### config.mk
export PLATFORM = sky130hd
export DESIGN_NAME = linear_key_value_table
export DESIGN_NICKNAME = d
export VERILOG_FILES = /design/src/rtl/lkvt_pkg.sv /design/src/rtl/lkvt_ram.sv /design/src/rtl/lkvt_dp.sv /design/src/rtl/lkvt_ctrl.sv /design/src/rtl/linear_key_value_table.sv
export SDC_FILE = /design/constraint.sdc
export NUM_CORES = 1
export LEC_CHECK = 0
export BUFFER_PORTS_ARGS = -buffer_cell sky130_fd_sc_hd__buf_2
export CELL_PAD_IN_SITES_DETAIL_PLACEMENT = 1
export CELL_PAD_IN_SITES_GLOBAL_PLACEMENT = 1
export CORE_MARGIN = 2
export CORE_UTILIZATION = 49
export DETAILED_ROUTE_END_ITERATION = 10
export HOLD_SLACK_MARGIN = 0.15
export PLACE_DENSITY = 0.72
export REMOVE_ABC_BUFFERS = 1
export SYNTH_ARGS = -nofsm -noshare
export SYNTH_HDL_FRONTEND = slang
export SYNTH_SLANG_ARGS = --single-unit
### constraint.sdc
create_clock -name clk -period 7.4 [get_ports clk]
set_input_delay 1.48 -clock clk [delete_from_list [all_inputs] [get_ports clk]]
set_output_delay 1.48 -clock clk [all_outputs]
set_load 0.05 [all_outputs]
### src/rtl/lkvt_pkg.sv
// Shared types and constants for the linear key/value table.
// Holds request and status codes, the result layout and the controller
// command/status structs. No dependencies.
package lkvt_pkg;

	localparam int unsigned REQ_W     = 3;
	localparam int unsigned IN_USER_W = 5;
	localparam int unsigned OUT_W     = 48;

	localparam logic [REQ_W-1:0] REQ_ADD        = 3'd0;
	localparam logic [REQ_W-1:0] REQ_LOOKUP     = 3'd1;
	localparam logic [REQ_W-1:0] REQ_FIND_VALUE = 3'd2;
	localparam logic [REQ_W-1:0] REQ_REMOVE     = 3'd3;
	localparam logic [REQ_W-1:0] REQ_CLEAR      = 3'd4;

	localparam logic [1:0] ST_OK       = 2'd0;
	localparam logic [1:0] ST_NULL_KEY = 2'd1;
	localparam logic [1:0] ST_FULL     = 2'd2;

	typedef struct packed {
		logic [6:0]  pad;
		logic [4:0]  entry_count;
		logic        value_out_null;
		logic [31:0] value_out;
		logic        hit;
		logic [1:0]  status;
	} lkvt_result_t;

	typedef struct packed {
		logic capture;
		logic walk;
		logic load_hit;
		logic shift_wr;
		logic commit;
	} lkvt_cmd_t;

	typedef struct packed {
		logic needs_scan;
		logic is_remove;
		logic match;
		logic walk_done;
	} lkvt_sts_t;

endpackage

### src/rtl/lkvt_ram.sv
// Generic single-write, single-read RAM with registered read data.
// No dependencies.
module lkvt_ram #(
	parameter int unsigned WIDTH = 65,
	parameter int unsigned DEPTH = 16,
	localparam int unsigned AW = (DEPTH > 1) ? $clog2(DEPTH) : 1
) (
	input  logic             clk,
	input  logic             wr_en,
	input  logic [AW-1:0]    wr_addr,
	input  logic [WIDTH-1:0] wr_data,
	input  logic             rd_en,
	input  logic [AW-1:0]    rd_addr,
	output logic [WIDTH-1:0] rd_data
);

	logic [WIDTH-1:0] mem [DEPTH];

	always_ff @(posedge clk) begin
		if (wr_en) begin
			mem[wr_addr] <= wr_data;
		end
		if (rd_en) begin
			rd_data <= mem[rd_addr];
		end
	end

endmodule

### src/rtl/lkvt_dp.sv
// Datapath of the linear key/value table: request register, fill count,
// scan/shift address walk, entry compare and result register.
// Depends on lkvt_pkg; drives the ports of one lkvt_ram.
module lkvt_dp #(
	parameter int unsigned TABLE_DEPTH = 16,
	parameter int unsigned KEY_WIDTH   = 32,
	parameter int unsigned VALUE_WIDTH = 32,
	localparam int unsigned AW   = $clog2(TABLE_DEPTH),
	localparam int unsigned EW   = KEY_WIDTH + VALUE_WIDTH + 1,
	localparam int unsigned IN_W = ((KEY_WIDTH + VALUE_WIDTH + 7) / 8) * 8
) (
	input  logic                           clk,
	input  logic                           arst_n,
	input  lkvt_pkg::lkvt_cmd_t            cmd,
	output lkvt_pkg::lkvt_sts_t            sts,
	input  logic [IN_W-1:0]                s_tdata,
	input  logic [lkvt_pkg::IN_USER_W-1:0] s_tuser,
	output logic [lkvt_pkg::OUT_W-1:0]     m_tdata,
	output logic                           ram_wr_en,
	output logic [AW-1:0]                  ram_wr_addr,
	output logic [EW-1:0]                  ram_wr_data,
	output logic                           ram_rd_en,
	output logic [AW-1:0]                  ram_rd_addr,
	input  logic [EW-1:0]                  ram_rd_data
);
	import lkvt_pkg::*;

	localparam int unsigned CW = $clog2(TABLE_DEPTH + 1);

	logic [REQ_W-1:0]       req_q;
	logic [KEY_WIDTH-1:0]   key_q;
	logic                   knull_q;
	logic [VALUE_WIDTH-1:0] val_q;
	logic                   vnull_q;
	logic [CW-1:0]          fill_q;
	logic [CW-1:0]          fill_c;
	logic [CW-1:0]          idx_q;
	logic                   pend_s1;
	logic [AW-1:0]          pidx_s1;
	logic                   hit_q;
	logic [AW-1:0]          hit_idx_q;
	logic [VALUE_WIDTH-1:0] hit_val_q;
	logic                   hit_null_q;
	lkvt_result_t           out_q;
	lkvt_result_t           res_c;

	logic [KEY_WIDTH-1:0]   rd_key;
	logic [VALUE_WIDTH-1:0] rd_val;
	logic                   rd_null;
	logic                   key_req;
	logic                   match_c;
	logic                   issue;
	logic                   not_full;
	logic                   add_wr;
	logic                   shift_wr;

	assign rd_key  = ram_rd_data[KEY_WIDTH-1:0];
	assign rd_val  = ram_rd_data[KEY_WIDTH+VALUE_WIDTH-1:KEY_WIDTH];
	assign rd_null = ram_rd_data[EW-1];

	assign key_req = (req_q == REQ_ADD) || (req_q == REQ_LOOKUP) || (req_q == REQ_REMOVE);

	always_comb begin
		if (req_q == REQ_FIND_VALUE) begin
			match_c = vnull_q ? rd_null : (!rd_null && (rd_val == val_q));
		end else begin
			match_c = (rd_key == key_q);
		end
	end

	assign sts.needs_scan = (key_req && !knull_q) || (req_q == REQ_FIND_VALUE);
	assign sts.is_remove  = (req_q == REQ_REMOVE);
	assign sts.match      = pend_s1 && match_c;
	assign sts.walk_done  = !pend_s1 && (idx_q >= fill_q);

	assign issue       = cmd.walk && (idx_q < fill_q);
	assign ram_rd_en   = issue;
	assign ram_rd_addr = idx_q[AW-1:0];

	assign not_full = (fill_q < CW'(TABLE_DEPTH));

	always_comb begin
		res_c  = '0;
		fill_c = fill_q;
		add_wr = 1'b0;
		case (req_q)
			REQ_ADD: begin
				if (knull_q) begin
					res_c.status = ST_NULL_KEY;
				end else if (hit_q) begin
					add_wr = 1'b1;
				end else if (!not_full) begin
					res_c.status = ST_FULL;
				end else begin
					add_wr    = 1'b1;
					fill_c    = fill_q + 1'b1;
					res_c.hit = 1'b1;
				end
			end
			REQ_LOOKUP: begin
				if (knull_q) begin
					res_c.status = ST_NULL_KEY;
				end else if (hit_q) begin
					res_c.hit            = 1'b1;
					res_c.value_out_null = hit_null_q;
					res_c.value_out      = hit_null_q ? 32'd0 : 32'(hit_val_q);
				end else begin
					res_c.value_out_null = 1'b1;
				end
			end
			REQ_FIND_VALUE: begin
				res_c.hit = hit_q;
			end
			REQ_REMOVE: begin
				if (knull_q) begin
					res_c.status = ST_NULL_KEY;
				end else if (hit_q) begin
					res_c.hit = 1'b1;
					fill_c    = fill_q - 1'b1;
				end
			end
			REQ_CLEAR: begin
				fill_c = '0;
			end
			default: begin
				fill_c = fill_q;
			end
		endcase
		res_c.entry_count = 5'(fill_c);
	end

	assign shift_wr = cmd.shift_wr && pend_s1;

	always_comb begin
		ram_wr_en   = 1'b0;
		ram_wr_addr = pidx_s1 - 1'b1;
		ram_wr_data = ram_rd_data;
		if (shift_wr) begin
			ram_wr_en = 1'b1;
		end else if (cmd.commit && add_wr) begin
			ram_wr_en   = 1'b1;
			ram_wr_addr = hit_q ? hit_idx_q : fill_q[AW-1:0];
			ram_wr_data = {vnull_q, (vnull_q ? '0 : val_q), key_q};
		end
	end

	always_ff @(posedge clk or negedge arst_n) begin
		if (!arst_n) begin
			fill_q  <= '0;
			pend_s1 <= 1'b0;
			hit_q   <= 1'b0;
		end else begin
			if (cmd.capture) begin
				pend_s1 <= 1'b0;
				hit_q   <= 1'b0;
			end else if (cmd.load_hit) begin
				pend_s1 <= 1'b0;
				hit_q   <= 1'b1;
			end else begin
				pend_s1 <= issue;
			end
			if (cmd.commit) begin
				fill_q <= fill_c;
			end
		end
	end

	always_ff @(posedge clk) begin
		if (cmd.capture) begin
			req_q   <= s_tuser[REQ_W-1:0];
			knull_q <= s_tuser[REQ_W];
			vnull_q <= s_tuser[REQ_W+1];
			key_q   <= s_tdata[KEY_WIDTH-1:0];
			val_q   <= s_tdata[KEY_WIDTH+VALUE_WIDTH-1:KEY_WIDTH];
			idx_q   <= '0;
		end else if (cmd.load_hit) begin
			hit_idx_q  <= pidx_s1;
			hit_val_q  <= rd_val;
			hit_null_q <= rd_null;
			idx_q      <= CW'(pidx_s1) + 1'b1;
		end else if (issue) begin
			idx_q   <= idx_q + 1'b1;
			pidx_s1 <= idx_q[AW-1:0];
		end
		if (cmd.commit) begin
			out_q <= res_c;
		end
	end

	assign m_tdata = out_q;

endmodule

### src/rtl/lkvt_ctrl.sv
// Controller of the linear key/value table: sequences accept, scan,
// shift-down on remove and result hand-off. Depends on lkvt_pkg.
module lkvt_ctrl (
	input  logic                clk,
	input  logic                arst_n,
	input  logic                s_tvalid,
	output logic                s_tready,
	output logic                m_tvalid,
	input  logic                m_tready,
	output lkvt_pkg::lkvt_cmd_t cmd,
	input  lkvt_pkg::lkvt_sts_t sts
);
	import lkvt_pkg::*;

	typedef enum logic [1:0] {
		IDLE,
		SCAN,
		SHIFT,
		FINISH
	} state_t;

	state_t state_q;
	state_t state_c;
	logic   out_free;

	assign s_tready = (state_q == IDLE);
	assign out_free = !m_tvalid || m_tready;

	always_comb begin
		cmd     = '0;
		state_c = state_q;
		case (state_q)
			IDLE: begin
				if (s_tvalid) begin
					cmd.capture = 1'b1;
					state_c     = SCAN;
				end
			end
			SCAN: begin
				if (!sts.needs_scan) begin
					state_c = FINISH;
				end else if (sts.match) begin
					cmd.load_hit = 1'b1;
					state_c      = sts.is_remove ? SHIFT : FINISH;
				end else if (sts.walk_done) begin
					state_c = FINISH;
				end else begin
					cmd.walk = 1'b1;
				end
			end
			SHIFT: begin
				cmd.shift_wr = 1'b1;
				if (sts.walk_done) begin
					state_c = FINISH;
				end else begin
					cmd.walk = 1'b1;
				end
			end
			FINISH: begin
				if (out_free) begin
					cmd.commit = 1'b1;
					state_c    = IDLE;
				end
			end
			default: begin
				state_c = IDLE;
			end
		endcase
	end

	always_ff @(posedge clk or negedge arst_n) begin
		if (!arst_n) begin
			state_q  <= IDLE;
			m_tvalid <= 1'b0;
		end else begin
			state_q <= state_c;
			if (cmd.commit) begin
				m_tvalid <= 1'b1;
			end else if (m_tready) begin
				m_tvalid <= 1'b0;
			end
		end
	end

endmodule

### src/rtl/linear_key_value_table.sv
// Linear key/value table: insertion-ordered table of unique keys with
// nullable values, searched front to back. One request item in, one result
// item out. Request item on s_*: s_tuser carries req_type and the null flags,
// s_tdata carries key and value_in. Result item on m_*: m_tdata carries
// status, hit, value_out, value_out_null and entry_count.
// Items are handled one at a time. A request is accepted, then the table
// memory is walked with one entry read per cycle (registered read, compare in
// the cycle after the read), stopping at the first match. A remove that hits
// then moves each later entry down one place, one entry per cycle. The result
// is then written to the output register. A null key, a clear or an unused
// code skips the walk.
// The output register holds a result while m_tready is low; a new request can
// be taken and walked meanwhile, and its result waits, with s_tready low,
// until the register frees.
// Reset empties the table and drops m_tvalid; s_tready is high from the first
// cycle after reset. Memory contents are not cleared, only entries below the
// fill count are ever read.
module linear_key_value_table #(
	parameter int unsigned TABLE_DEPTH = 16,
	parameter int unsigned KEY_WIDTH   = 32,
	parameter int unsigned VALUE_WIDTH = 32
) (
	input  logic                                                 clk,
	input  logic                                                 arst_n,
	input  logic                                                 s_tvalid,
	output logic                                                 s_tready,
	// key, value_in
	input  logic [((KEY_WIDTH + VALUE_WIDTH + 7) / 8) * 8 - 1:0] s_tdata,
	// req_type, key_is_null, value_in_null
	input  logic [lkvt_pkg::IN_USER_W-1:0]                       s_tuser,
	output logic                                                 m_tvalid,
	input  logic                                                 m_tready,
	// status, hit, value_out, value_out_null, entry_count, zero pad
	output logic [lkvt_pkg::OUT_W-1:0]                           m_tdata
);
	import lkvt_pkg::*;

	localparam int unsigned AW = $clog2(TABLE_DEPTH);
	localparam int unsigned EW = KEY_WIDTH + VALUE_WIDTH + 1;

	lkvt_cmd_t       cmd;
	lkvt_sts_t       sts;
	logic            ram_wr_en;
	logic [AW-1:0]   ram_wr_addr;
	logic [EW-1:0]   ram_wr_data;
	logic            ram_rd_en;
	logic [AW-1:0]   ram_rd_addr;
	logic [EW-1:0]   ram_rd_data;

	lkvt_ctrl u_ctrl (
		.clk      (clk),
		.arst_n   (arst_n),
		.s_tvalid (s_tvalid),
		.s_tready (s_tready),
		.m_tvalid (m_tvalid),
		.m_tready (m_tready),
		.cmd      (cmd),
		.sts      (sts)
	);

	lkvt_dp #(
		.TABLE_DEPTH (TABLE_DEPTH),
		.KEY_WIDTH   (KEY_WIDTH),
		.VALUE_WIDTH (VALUE_WIDTH)
	) u_dp (
		.clk         (clk),
		.arst_n      (arst_n),
		.cmd         (cmd),
		.sts         (sts),
		.s_tdata     (s_tdata),
		.s_tuser     (s_tuser),
		.m_tdata     (m_tdata),
		.ram_wr_en   (ram_wr_en),
		.ram_wr_addr (ram_wr_addr),
		.ram_wr_data (ram_wr_data),
		.ram_rd_en   (ram_rd_en),
		.ram_rd_addr (ram_rd_addr),
		.ram_rd_data (ram_rd_data)
	);

	lkvt_ram #(
		.WIDTH (EW),
		.DEPTH (TABLE_DEPTH)
	) u_ram (
		.clk     (clk),
		.wr_en   (ram_wr_en),
		.wr_addr (ram_wr_addr),
		.wr_data (ram_wr_data),
		.rd_en   (ram_rd_en),
		.rd_addr (ram_rd_addr),
		.rd_data (ram_rd_data)
	);

endmodule

* Word level (Yosys, flattened, before mapping) *
Memories as Yosys holds them, arrays and structs flattened. A register that Yosys moved wholly into a read port is not among the register bits.
Index checks and enable logic that the tools add are counted.

word-level totals
  RAM bits = 1040
  memories kept = 1
  bits in latches = 0
  ROM bits = 0
  register bits after elaboration = 166

memory list
  memory     depth  bits a word  rd ports  clocked after Yosys merged registers in  wr ports  RTL line        RTL
  u_ram.mem  16     65           1         1                                        1         lkvt_ram.sv:17  logic [WIDTH-1:0] mem [DEPTH];

cells by class
  reduce and logical (&&, ||, !) cells = 26
  divide/modulo/power cells = 0
  eq/ne operators = 11
  mux-type cells = 60
  bitwise gates (word level) = 4
  $mul = 0
  shift operators = 0
  $add $sub $neg = 5
  magnitude comparators = 3

operators by type and width
  kind                   number
  $mux W65               2
  $eq A32 B32 Y1         2
  $mux W5                7
  $mux W1                33
  $mux W32               1
  $mux W2                8
  $pmux W5 S3            1
  $mux W4                3
  $add A5 B1 Y5 const B  2
  $pmux W2 S4            1
  $logic_and A1 B1 Y1    7
  $eq A3 B2 Y1 const B   2
  $reduce_bool A2 Y1     3
  $add A4 B1 Y5 const B  1
  $ge A5 B5 Y1           1
  $lt A5 B5 Y1           1
  $lt A5 B5 Y1 const B   1
  $sub A5 B1 Y5 const B  1
  $eq A2 B2 Y1 const B   2
  $logic_not A1 Y1       4
  $logic_or A1 B1 Y1     4
  $not A1 Y1             4
  $pmux W1 S4            1
  $pmux W2 S2            1
  other kinds (14)       16

* Depth between registers and ports, before layout *
Gate-level depths: netlist (run 1).

  depth in word-level cells = 11
  gate-level depth with buffers = 14

* By module *
From an unflattened synthesis (run 1), not the netlist that was laid out.

unflattened totals
  cell total of the unflattened synthesis = 2315
  area total of the unflattened synthesis = 49027.0 um^2

modules (own cells, without submodules)
  module     instances  area an instance (um^2)  cells each
  lkvt_ram   1          40890.5                  1673
  lkvt_dp    1          7827.5                   608
  lkvt_ctrl  1          309.0                    34

* Least setup slack after synthesis (run 1) *
Ideal clock, no wire load.

  path kind = input -> register
  start point = input port m_tready
  end point = memory u_ram.mem[7][0] (enable)
  setup slack = 0.568 ns
  arrival time = 6.343 ns
  cell stages on the path = 7
  setup time = 0.488 ns
  path through = nor2b_1 > nor2b_1 > clkbuf_1 > nand3_1 > a21oi_2 > nand2_1 > nor2_1

RTL lines
  item                RTL line                      RTL
  start: declaration  linear_key_value_table.sv:32  input logic m_tready,
  end: declaration    lkvt_ram.sv:17

* Final worst setup path (run 1) *
  start point = register u_dp.req_q[0]
  end point = memory u_ram.mem[14][49] (enable)

on the way
  longest elaborated chain between the ends = 7
  elaborated cells on any way between the ends = 9

ends and longest elaborated chain
  item                           RTL line        RTL
  start: declaration             lkvt_dp.sv:30   logic [REQ_W-1:0] req_q;
  start signal: assignment       lkvt_dp.sv:170  req_q <= s_tuser[REQ_W-1:0];
  $logic_not A3 Y1 (*)           lkvt_dp.sv:86   case (req_q)
  $mux W1 (*)                    lkvt_dp.sv:86
  $logic_and A1 B1 Y1 (*)        lkvt_dp.sv:140  end else if (cmd.commit && add_wr) begin
  $mux W1                        lkvt_dp.sv:140
  $mux W1                        lkvt_dp.sv:138  if (shift_wr) begin
  $mux W1                        lkvt_ram.sv:20  if (wr_en) begin
  $mux W1 (not written as such)  lkvt_ram.sv:21  mem[wr_addr] <= wr_data;

Every way passes the cells marked *; elsewhere a longest branch is shown, timed or not.

==> run summary, run 1 <==
Leaving out fill and tap cells, the most frequent cells in the layout are 1256 x edfxtp_1, 325 x mux4_2, 191 x nand2_1. For this design, the slowest cell found on the critical path is nor2_4. The first global-routing pass estimated 172 mm of wire. Synthesis produced a netlist whose cell count is 2240.

The synthesis-to-finish area growth works out to 13.5%. After detailed routing, the number of remaining DRC violations is 0. The setup path with the least slack is of type flop to flop. The die covers 103000 um2. The tools report the final net count as 2506.

The number of flops mapped to enable cells by yosys works out to 1256. The number of slew-limit violations in the final report came out at 0. Leaving out fill and tap cells, the most frequent cell in the layout is edfxtp_1. In this design, the stage delay of the slowest critical-path cell is 0.92 ns. In the global route stage, overall resource usage came out at 23.1%.

The number of placed instances, taps included, is 3572. The static leakage is 17.3 nW. The core region is 98700 um2. The number of antenna diodes in the final layout is 0. Summed over all layers, the global routing overflow is 0. The starting utilization of the core area was 49.6%; the share of flip-flops with an asynchronous set or reset was 0.787%. Measured against its own limit, the worst slew margin works out to 23.6%. The detailed router's first-iteration violation count is 2475. Detailed placement ended at an HPWL of 63.1 mm.

Clock tree synthesis selected as its root buffer the cell clkbuf_16. Sorting the synthesized cells by area gives the leading types as edfxtp_1 77%, mux4_2 15%, nand2_1 1.5%. The H-tree generated during clock tree synthesis spans 4 levels. The congestion estimate from routability-driven global placement came to 0.786. In the detailed route, the total length drawn on met2 is 57.6 mm. The final critical delay including setup and external delays came out at 4.69 ns. In this run the core area contains 115 standard-cell rows. For the count of TritonRoute iterations in the first routing pass, the log shows 5.

The top cell type by area accounts for 77.0% of the synthesized area. The critical path goes through or4_1, and4bb_1, and2_4, mux2i_1, nand3_1, nor2_4, buf_12. Summed over all instances, the cell type with the most area after synthesis is edfxtp_1. STA classifies the critical path endpoint as a flop. The number of inserted filler cells in the final layout was 8359.

Entering global routing, the biggest net connects 102 pins. At the pin with the least slew margin, the transition time is 1.15 ns. Using the TritonRoute via totals, the vias-per-cell ratio works out to 6.08. After clock tree synthesis, the flow added hold-fix buffers numbering 0. The run gives 25000 as the number of global-route vias before repair.

In the final routed layout, each cell accounts on average for 30.4 um. The tools report the number of top-level design ports as 123. The detailed router used layers up to and including met4. Along the worst path, the maximum fanout reaches 41. Setup repair after global routing left no endpoint under its margin.

The number of sinks driven by the clock tree was 1271. The flow ran to the end, and the final reports show no timing, DRC or antenna violations. Cells fill 56.3% of the core in the end.

For the worst setup path, the data required time is 7.78 ns. The deepest clock path buffer count was 3; the ratio of final minimum period to clock period was 63.3%. TritonCTS built the clock tree. The run gives 3 as the number of antenna violations at the first check in global routing. The chip height was 320 um; the total clock buffers created by CTS was 132.

The run gives 18.6 mW as the overall power after layout. In the final timing run, aggregate negative setup slack is 0 ns. After clock tree synthesis, the repair step resized 0 gates.

The run gives 0 as the synthesis warning total. The synthesized netlist occupies a cell area of 49000 um2. The count of nets left with antenna violations once routing finished came out at 0. The number of endpoints with negative hold slack in the final report is 0. The total of max-cap violations was 0; the chip width was 320 um. The logs give 0 for the final number of setup-violating endpoints and 47.9 mm for the met1 wire length.

The critical path arrival came out at 5.07 ns. After synthesis the netlist holds a flip-flop and latch count of 1271. Summed over all nets, wire length on met3 after detailed routing comes to 7.25 mm. The detailed router placed 23200 vias in this run. Clock-pin slew was measured on the worst setup and hold paths at 0.06 ns. The number of setup buffers added after CTS is 0. STA classifies the critical path startpoint as a flop. Buffers placed on the I/O ports in this run total 115.

The worst clock skew on the final layout came out at 0.0324 ns. The tools report the upper clock frequency limit as 0.213 GHz. The run gives 116 mm as the total length of routed wires. Final non-filler cell total: 3809.

Across the VDD grid, the largest voltage drop is 0.000214 V. The insertion delay to the later sink of the worst-skew pair is 0.73 ns. Yosys mapped the design onto 52 distinct sky130hd cell types.

For this run, the register share of the synthesized area comes to 77.7%. The min-delay analysis places its worst path in the category flop to flop. Synthesized area per cell: 21.9 um2. In the final layout, the share of cells above drive strength 1 is 27.3%. The total power divided by cell area is 335 nW/um2. The most used flip-flop cell after synthesis is edfxtp_1.
## cells by family after synthesis
| group | count (synthesis) | synth area share (%) |
|---|---|---|
| AND/OR/NAND/NOR | 363 | 3.55 |
| adder cells (fa/ha/maj) | 14 | 0.358 |
| XOR/XNOR | 71 | 1.27 |
| multiplexers | 333 | 15.1 |
| buffers and inverters | 128 | 1.16 |
| flip-flops | 1271 | 77.7 |
| other | 1 | 0.00765 |
| AO/OA/AOI/OAI | 59 | 0.840 |
## through the flow
stage | hold slack [ns] | setup WS (ns) | cell area (um2)
after floorplan | 0.465 | -6.11 | 48500
after global placement | 0.483 | 2.41 | 51300
after detailed placement | 0.488 | 2.31 | 51300
after CTS | 0.500 | 2.72 | 55600
after global routing | 0.517 | 2.57 | 55600
final | 0.498 | 2.71 | 55600
## routing by layer
layer	vias up	GRT usage, %
met5	-	0
met4	0	6.93
met3	174	3.96
met2	868	38.0
met1	12600	32.0
li1	9582	-
## cells in the mapped netlist, types with 7 or more instances
master,instances
nand3b_1,32
nor3_1,11
nor2_1,35
nand3_1,9
mux4_2,325
edfxtp_1,1256
buf_2,28
nand4_1,19
inv_1,17
clkbuf_1,55
xor2_1,7
buf_1,14
a21oi_1,10
nand2_1,191
xnor2_1,64
a211oi_1,9
ha_1,14
o21ai_0,8
buf_4,14
dfrtp_1,10
and2_1,33
## flip-flops by register name, indices dropped and copies added, names as in the netlist
signal and count:
u_dp.key_q 32, u_dp.pidx_s1 4, u_dp.knull_q 1, u_ctrl.state_q 2, u_dp.hit_idx_q 4, u_ram.mem 1040
u_dp.hit_val_q 32, u_ram.rd_data 65, u_dp.val_q 32, u_ctrl.m_tvalid 1, u_dp.fill_q 5, u_dp.vnull_q 1
u_dp.req_q 3, u_dp.m_tdata 41, u_dp.hit_null_q 1, u_dp.pend_s1 1, u_dp.idx_q 5, u_dp.hit_q 1
## worst paths after layout
path                       slack, ns  cells after the start                end               from
min in group asynchronous       0.62                      1     u_dp.fill_q[4]             arst_n
setup / recovery                2.71                      7  u_ram.mem[14][49]      u_dp.req_q[0]
max in group asynchronous       6.56                      1     u_dp.fill_q[2]             arst_n
setup reg to reg                2.71                      7  u_ram.mem[14][49]      u_dp.req_q[0]
hold reg to reg                 0.50                      0  u_dp.hit_val_q[3]  u_ram.rd_data[35]
hold / removal                  0.50                      0  u_dp.hit_val_q[3]  u_ram.rd_data[35]
## critical path, delay by kind of cell (launching register included)
family	cells	cell delay [ns]
muxes	1	0.33
buffers and inverters	1	0.39
and+or+nand+nor	5	2.88
DFF	1	0.69
## layout make-up
cell class	instances	area [um2]	area share (%)
clock buffer	169	3570	6.42
multi-input combinational	847	10500	18.9
tap	1287	1610	2.90
inverter	17	66.3	0.119
sequential	1271	38100	68.5
clock inverter	68	694	1.25
timing repair buffer	150	1040	1.87
## power by group
group,switching [mW],internal (mW)
clock network,2.75,3.84
registers,0.312,8.54
logic,1.86,1.34
(Power assumes the default switching activity.)
==> run 2: changes to the inputs <==
==> constraint.sdc (replaced) <==
create_clock -name clk -period 4.55 [get_ports clk]
set_input_delay 0.91 -clock clk [delete_from_list [all_inputs] [get_ports clk]]
set_output_delay 0.91 -clock clk [all_outputs]
set_load 0.05 [all_outputs]
==> run summary, run 2 (same netlist as run 1, synthesis figures left out) <==
The run finished with clean final reports. For the fraction of the core area covered by cells at the end of the flow, the log shows 56.6%. The number of setup buffers added after CTS is 0. Summing all placed instances gives a cell area of 51600 um2. For this configuration, the core starts out at a cell density of 49.6%. The run gives 103000 um2 as the die outline area. For this run, the number of standard cells in the final layout without fillers is 3829. The count of TritonRoute iterations in the first routing pass is 5, and the global-route usage over all layers is 22.9%.

Number of antenna violations at the first check in global routing: 2. The run gives 98700 um2 as the placeable core region. For the antenna diode count, the log shows 0. The chip height is 320 um, and the number of vias after detailed routing is 23200. Detailed router's first-iteration violation count: 2322. The total clock buffers created by CTS is 131, and the clock-pin slew of the registers on the worst-case setup and hold paths is 0.06 ns.

The run gives 0 as the number of slew-limit violations in the final report. The final design area excluding fillers was 55900 um2; the maximum number of pins on one net before global-route repair was 143. The path with the worst hold slack has its endpoint at u_dp.val_q[2].

Data on the critical path is required at its endpoint by 4.95 ns. Counting tap cells, the placed design contains a total of 3594 instances. The tools report the placer congestion estimate as 0.794.

The tools report the number of endpoints with negative hold slack in the final report as 0. The tools report the endpoint type of the worst setup path as a flop. Across all register-to-register paths, the minimum setup slack is 0.54 ns. The relative slew slack is 29.1%. In this run, the clock network consumes 35.4% of the power. Once detailed placement completed, the half-perimeter wirelength came to 63.8 mm.

The worst-case vdd ir drop is 0.000412 V, and the global-route congestion overflow total is 0. Number of global-route vias before repair: 25100. The area growth from synthesis to layout is 14.1%. OpenSTA, run right after detailed placement, puts the worst setup slack at 0.566 ns. Setup slack on the critical path of the routed design comes to 0.544 ns. The clock reaches the later pin of the worst-skew pair after 0.74 ns. The number of top-level design ports was 123; the via count normalized by instance count was 6.06.

Summed over all layers, the routed wires come to 115 mm. The initialized floorplan defines 115 standard-cell rows. Dividing the detail-routed wire length by the instance count gives 30.0 um. The first global-routing pass estimated 170 mm of wire. TritonCTS built the clock tree. The internal power of the cells totals 22.4 mW. The tools report the number of sinks driven by the clock tree as 1271.

The worst setup path is launched from a flop. The startpoint identified for the worst register-to-register timing path is u_dp.req_q[2]. The count of buffers from port buffering works out to 115. The die is 320 um wide. Once detail routing completed, the nets flagged for antenna violations numbered 0.

The clock passes through at most 3 buffers. The smallest clock period supported by the final layout is computed as 4.01 ns. Share of power burned in registers: 46.8%. Setup violations remaining at the end of the flow were counted as 0.

The endpoint identified for the worst register-to-register timing path is u_ram.mem[7][1]. The pin slew with the least headroom to its limit is 1.06 ns, and the number of cells on the worst hold path is 1. The switching share of power is 25.9%, and the upper clock frequency limit is 0.250 GHz. The path class of the tightest hold or removal check is input pin to flop. The number of cells on the worst reg-to-reg path is 8. The worst setup path is of the flop to flop kind.

The library cell used most frequently in the layout, excluding fill and tap cells, is edfxtp_1. The total of max-cap violations was 0; the static leakage was 17.5 nW. Data on the critical path arrives at its endpoint at 4.40 ns.

CTS placed an instance of clkbuf_16 at the clock tree root. Of the available clock period, the critical path in the final layout requires 88.0%. Register name with the most flops: u_ram.mem.

Of all nets on the critical path, the largest fanout is 28. Leaving out fill and tap cells, the most frequent cells in the layout are 1256 x edfxtp_1, 325 x mux4_2, 191 x nand2_1. The final net count was 2528.

After detailed routing, the number of remaining DRC violations is 0. The total power divided by cell area was 542 nW/um2; the flip-flop count of the largest register after layout was 1040. The switching power total is 7.86 mW, and the final sum of negative setup slack is 0 ns. Critical hold path startpoint: s_tdata[34]. Of the total power, combinational logic draws 17.7%. Of the cells placed in the final design, the portion with a size suffix greater than 1 is 28.0%. The tools report the H-tree level count as 4. Setup repair after global routing left no endpoint under its margin. The worst clock skew on the final layout was 0.0347 ns.
[run 2: cell count changes in the layout (fill, tap and decap cells not counted), sizes merged]
cell         change
clkbuf           -5
inv              -5
clkinv           +1
buf             +22
bufinv           +5
dlygate4sd3      +1
clkinvlp         +1
[run 2: power groups by stage]
stage / sequential, mW / clock [mW] / combinational, mW
6_report: 14.2 / 10.7 / 5.37
4_1_cts: 14.2 / 10.9 / 5.45
3_5_place_dp: 14.4 / 0 / 5.41
2_1_floorplan: 15.2 / 0 / 3.82
5_1_grt: 14.2 / 11.3 / 5.75
3_3_place_gp: 14.4 / 0 / 5.23
[run 2: how the worst max path moves through the flow]
| stage | startpoint | end | cells after the start |
|---|---|---|---|
| after floorplan | u_dp.idx_q[0] | u_ram.rd_data[0] | 7 |
| after global placement | u_dp.key_q[22] | u_dp.idx_q[4] | 12 |
| after detailed placement | u_dp.key_q[18] | u_dp.idx_q[4] | 12 |
| after CTS | u_dp.key_q[18] | u_dp.idx_q[4] | 12 |
| after global routing | u_dp.key_q[5] | u_dp.idx_q[4] | 12 |
| final | u_dp.req_q[2] | u_ram.mem[7][1] | 8 |
[run 2: area by class of cell]
class | count | area, um2
fill | 8371 | 42800
sequential | 1271 | 38100
timing repair buffer | 173 | 1310
tap | 1287 | 1610
clock buffer | 164 | 3440
inverter | 17 | 66.3
clock inverter | 70 | 848
multi-input combinational | 847 | 10500
[run 2: critical path: stages, from the launching register on]
cell	delay [ns]
edfxtp_1	0.59
or4_1	0.61
and4bb_1	0.48
nand2_4	0.32
a211oi_1	0.43
a21o_1	0.19
nand2_1	0.25
nor2_4	0.46
buf_12	0.31
[run 2: layer usage]
metal | GRT usage [%] | wire length, um | vias up
met5 | 0 | 27 | -
met2 | 38.2 | 58000 | 916
met3 | 4.77 | 7580 | 206
met1 | 30.6 | 46000 | 12400
li1 | - | - | 9629
met4 | 7.19 | 3120 | 4
[run 2: timing repair]
| action | CTS | global route |
|---|---|---|
| hold buffers | 1 | 0 |
| gates resized for setup | 0 | 0 |
| endpoints found under the hold margin | 10 | 0 |
[run 2: per-stage QoR]
stage,hold slack [ns],power (mW)
final,0.358,30.3
after floorplan,0.465,19.0
after global routing,0.327,31.3
after detailed placement,0.492,19.9
after CTS,0.304,30.6
after global placement,0.481,19.6
==> run 3: changes to the inputs <==
--- a/config.mk
+++ b/config.mk
@@ -5,11 +5,12 @@
 export SDC_FILE = /design/constraint.sdc
 export NUM_CORES = 1
 export LEC_CHECK = 0
-export BUFFER_PORTS_ARGS = -buffer_cell sky130_fd_sc_hd__buf_2
+export BUFFER_PORTS_ARGS = -buffer_cell sky130_fd_sc_hd__buf_4
 export CELL_PAD_IN_SITES_DETAIL_PLACEMENT = 1
 export CELL_PAD_IN_SITES_GLOBAL_PLACEMENT = 1
 export CORE_MARGIN = 2
 export CORE_UTILIZATION = 49
+export CTS_CLUSTER_SIZE = 25
 export DETAILED_ROUTE_END_ITERATION = 10
 export HOLD_SLACK_MARGIN = 0.15
 export PLACE_DENSITY = 0.72
==> run summary, run 3 (same netlist as run 1, synthesis figures left out) <==
The flow ran to the end, and the final reports show no timing, DRC or antenna violations. The via count normalized by instance count was 6.09; the number of hold-repair buffers added at the cts stage was 1. The worst setup slack for register-to-register paths is 0.51 ns, and the final number of setup-violating endpoints is 0. The run gives 24900 as the number of global-route vias before repair.

STA classifies the critical path endpoint as a flop. u_ram.mem holds more flip-flops than any other register. Derived from the worst setup path, the maximum achievable clock frequency is 0.247 GHz. The synthesis-to-finish area growth was 14.3%. The slowest cell on the critical path was or4_1.

The tools report the start of the worst register-to-register path as u_dp.req_q[2]. Power comes to 30.0 mW. Switching share of power: 26.3%. The number of slew-limit violations in the final report was 0. Once detail routing completed, the nets flagged for antenna violations numbered 0. The mean routed wirelength per cell is 30.2 um.

At the end of the flow, the number of nets in the layout was 2523. Sequential cells burn 47.3% of the power. The count of TritonRoute iterations in the first routing pass was 5. For the worst clock skew on the final layout, the log shows 0.0273 ns. The register with the most flip-flops in the layout has 1040 of them.

The library cell used most frequently in the layout, excluding fill and tap cells, is edfxtp_1. The chip width came out at 320 um. The finished layout holds 3828 standard cells, fillers aside. The total length of routed wires was 116 mm; the floorplan row count was 115. The switching power total was 7.89 mW; the largest fanout on the critical path was 26. The worst hold path belongs to the class input pin to flop. Hold timing on the final database bottoms out at a slack of 0.355 ns. The logs give 17.5 nW for the static leakage and 0 for the total of max-cap violations. In the finished design, the share of the clock period the worst path needs comes to 88.8%. The multi-input combinational cells in the finished layout cover a total of 10500 um2. The portion of total power attributed to the clock network is 34.5%, and the total placed cells including tap cells is 3589.

The number of gates resized after CTS was 0. Setup repair after global routing left no endpoint under its margin. The global-route usage over all layers was 23.1%; the length in cells of the worst reg-to-reg path was 7. Number of cells on the worst hold path: 1. The tree is rooted in a clkbuf_16.

The clock-pin slew of the registers on the worst-case setup and hold paths is 0.06 ns, and the die outline area is 103000 um2. TritonCTS built the clock tree. For hold timing, the worst endpoint is u_dp.val_q[27]. In this run the most used layer during global routing was met2. The logs give 31.9% for the relative slew slack and 0 for the global-route congestion overflow total. In this run the cell area measured after placement is 51800 um2.

The tools report the critical hold path startpoint as s_tdata[59]. The run gives 2403 as the detailed router's first-iteration violation count. The finished cells cover 56000 um2. The congestion estimate from routability-driven global placement came to 0.782.

The placed wire-length estimate came out at 63.0 mm. The chip height was 320 um. The fraction of final layout cells sized beyond drive strength 1 was 27.8%; the number of endpoints with negative hold slack in the final report was 0. The tools report the number of antenna violations at the first check in global routing as 4. In the final layout, flip-flops and latches occupy 38100 um2. The met1 usage in global routing was 32.0%; the worst-case vdd ir drop was 0.000424 V. Combinational fraction of design power: 18.2%.

For the number of inserted filler cells in the final layout, the log shows 8325. Clock tree synthesis inserted a total of 131 buffers. The type of the worst setup path was flop to flop. The total area inside the core boundary comes to 98700 um2. The tools report the number of top-level design ports as 123. After layout, the minimum clock period comes to 4.04 ns. On the worst path, the slowest cell contributes a delay of 0.62 ns. The critical path's top delay family was simple AND/OR/NAND/NOR gates. For the worst setup path, the data required time is 4.90 ns. The internal power of the cells totals 22.1 mW.

For the pin with the worst max-slew slack, the measured transition is 1.02 ns. For the worst-skew pair, the clock arrives at the later sink with an insertion delay of 0.74 ns. The total buffers and inverters traversed by the critical path is 1. For this run, global-route usage on met2 was measured as 37.2%. In the layout the commonest cells are 1256 x edfxtp_1, 325 x mux4_2, 191 x nand2_1.

Global routing used 4.43% of the available met3 tracks. The routed layout has 23300 vias. For the global-route wire length before repair, the log shows 171 mm. In the routed design, unresolved DRC markers number 0. Entering global routing, the biggest net connects 136 pins. The clock tree synthesis step divided the H-tree into 4 levels. The critical path arrival was 4.39 ns; the total power divided by cell area was 536 nW/um2. The tools report the number of buffers added for setup after CTS as 0.

In this run the critical register-to-register path is captured at u_ram.mem[6][1]. The starting utilization of the core area was 49.6%; the count of buffers from port buffering was 115. The tools report the number of sinks driven by the clock tree as 1271. The startpoint class of the critical path is a flop. Counting along the longest clock path gives a buffer depth of 3.

Walking the worst path, the cells encountered are or4_1, and4bb_1, and2_4, mux2i_1, nand3_1, nor2_4, buf_4.
-- run 3: cell types whose count changed in the layout (fill, tap and decap cells not counted), sizes merged --
| cell | delta |
|---|---|
| inv | +1 |
| bufinv | -10 |
| clkinvlp | -1 |
| clkbuf | +13 |
| buf | -5 |
| diode | +1 |
-- run 3: metal layers --
metal  wire length, um  up-vias
li1                  -     9619
met5                 0        -
met3              7670      211
met4              3130        0
met1             47700    12600
met2             57300      926
-- run 3: worst max path at each step --
stage	slack, ns	start	end	depth (start not counted)
6_report	0.51	u_dp.req_q[2]	u_ram.mem[6][1]	7
5_1_grt	0.36	u_dp.req_q[2]	u_ram.mem[6][14]	7
4_1_cts	0.55	u_dp.req_q[2]	u_ram.mem[6][4]	7
3_5_place_dp	0.60	u_dp.req_q[2]	u_ram.mem[6][27]	7
3_3_place_gp	0.78	u_dp.req_q[2]	u_ram.mem[6][14]	7
2_1_floorplan	-8.96	u_dp.idx_q[0]	u_ram.rd_data[0]	7
-- run 3: power by group through the flow --
stage / registers [mW] / clock network (mW) / logic (mW)
detailed placement: 14.4 / 0 / 5.50
CTS: 14.2 / 10.5 / 5.53
global placement: 14.4 / 0 / 5.31
finish: 14.2 / 10.3 / 5.46
global route: 14.2 / 10.9 / 5.86
floorplan: 15.2 / 0 / 3.82
-- run 3: metrics by stage --
stage                     TNS [ns]  setup slack, ns  utilization, %
after floorplan           -3762.56            -8.96               -
after global placement           0            0.776            52.5
after detailed placement         0            0.596            52.5
after CTS                        0            0.553            56.7
after global routing             0            0.361            56.7
final                            0            0.509            56.7
-- run 3: final cells by class --
type / count / area share (%)
clock inverter: 60 / 0.950
inverter: 17 / 0.118
tap: 1287 / 2.88
clock buffer: 177 / 6.41
sequential: 1271 / 68.0
multi-input combinational: 847 / 18.8
timing repair buffer: 168 / 2.79
antenna: 1 / 0.00447
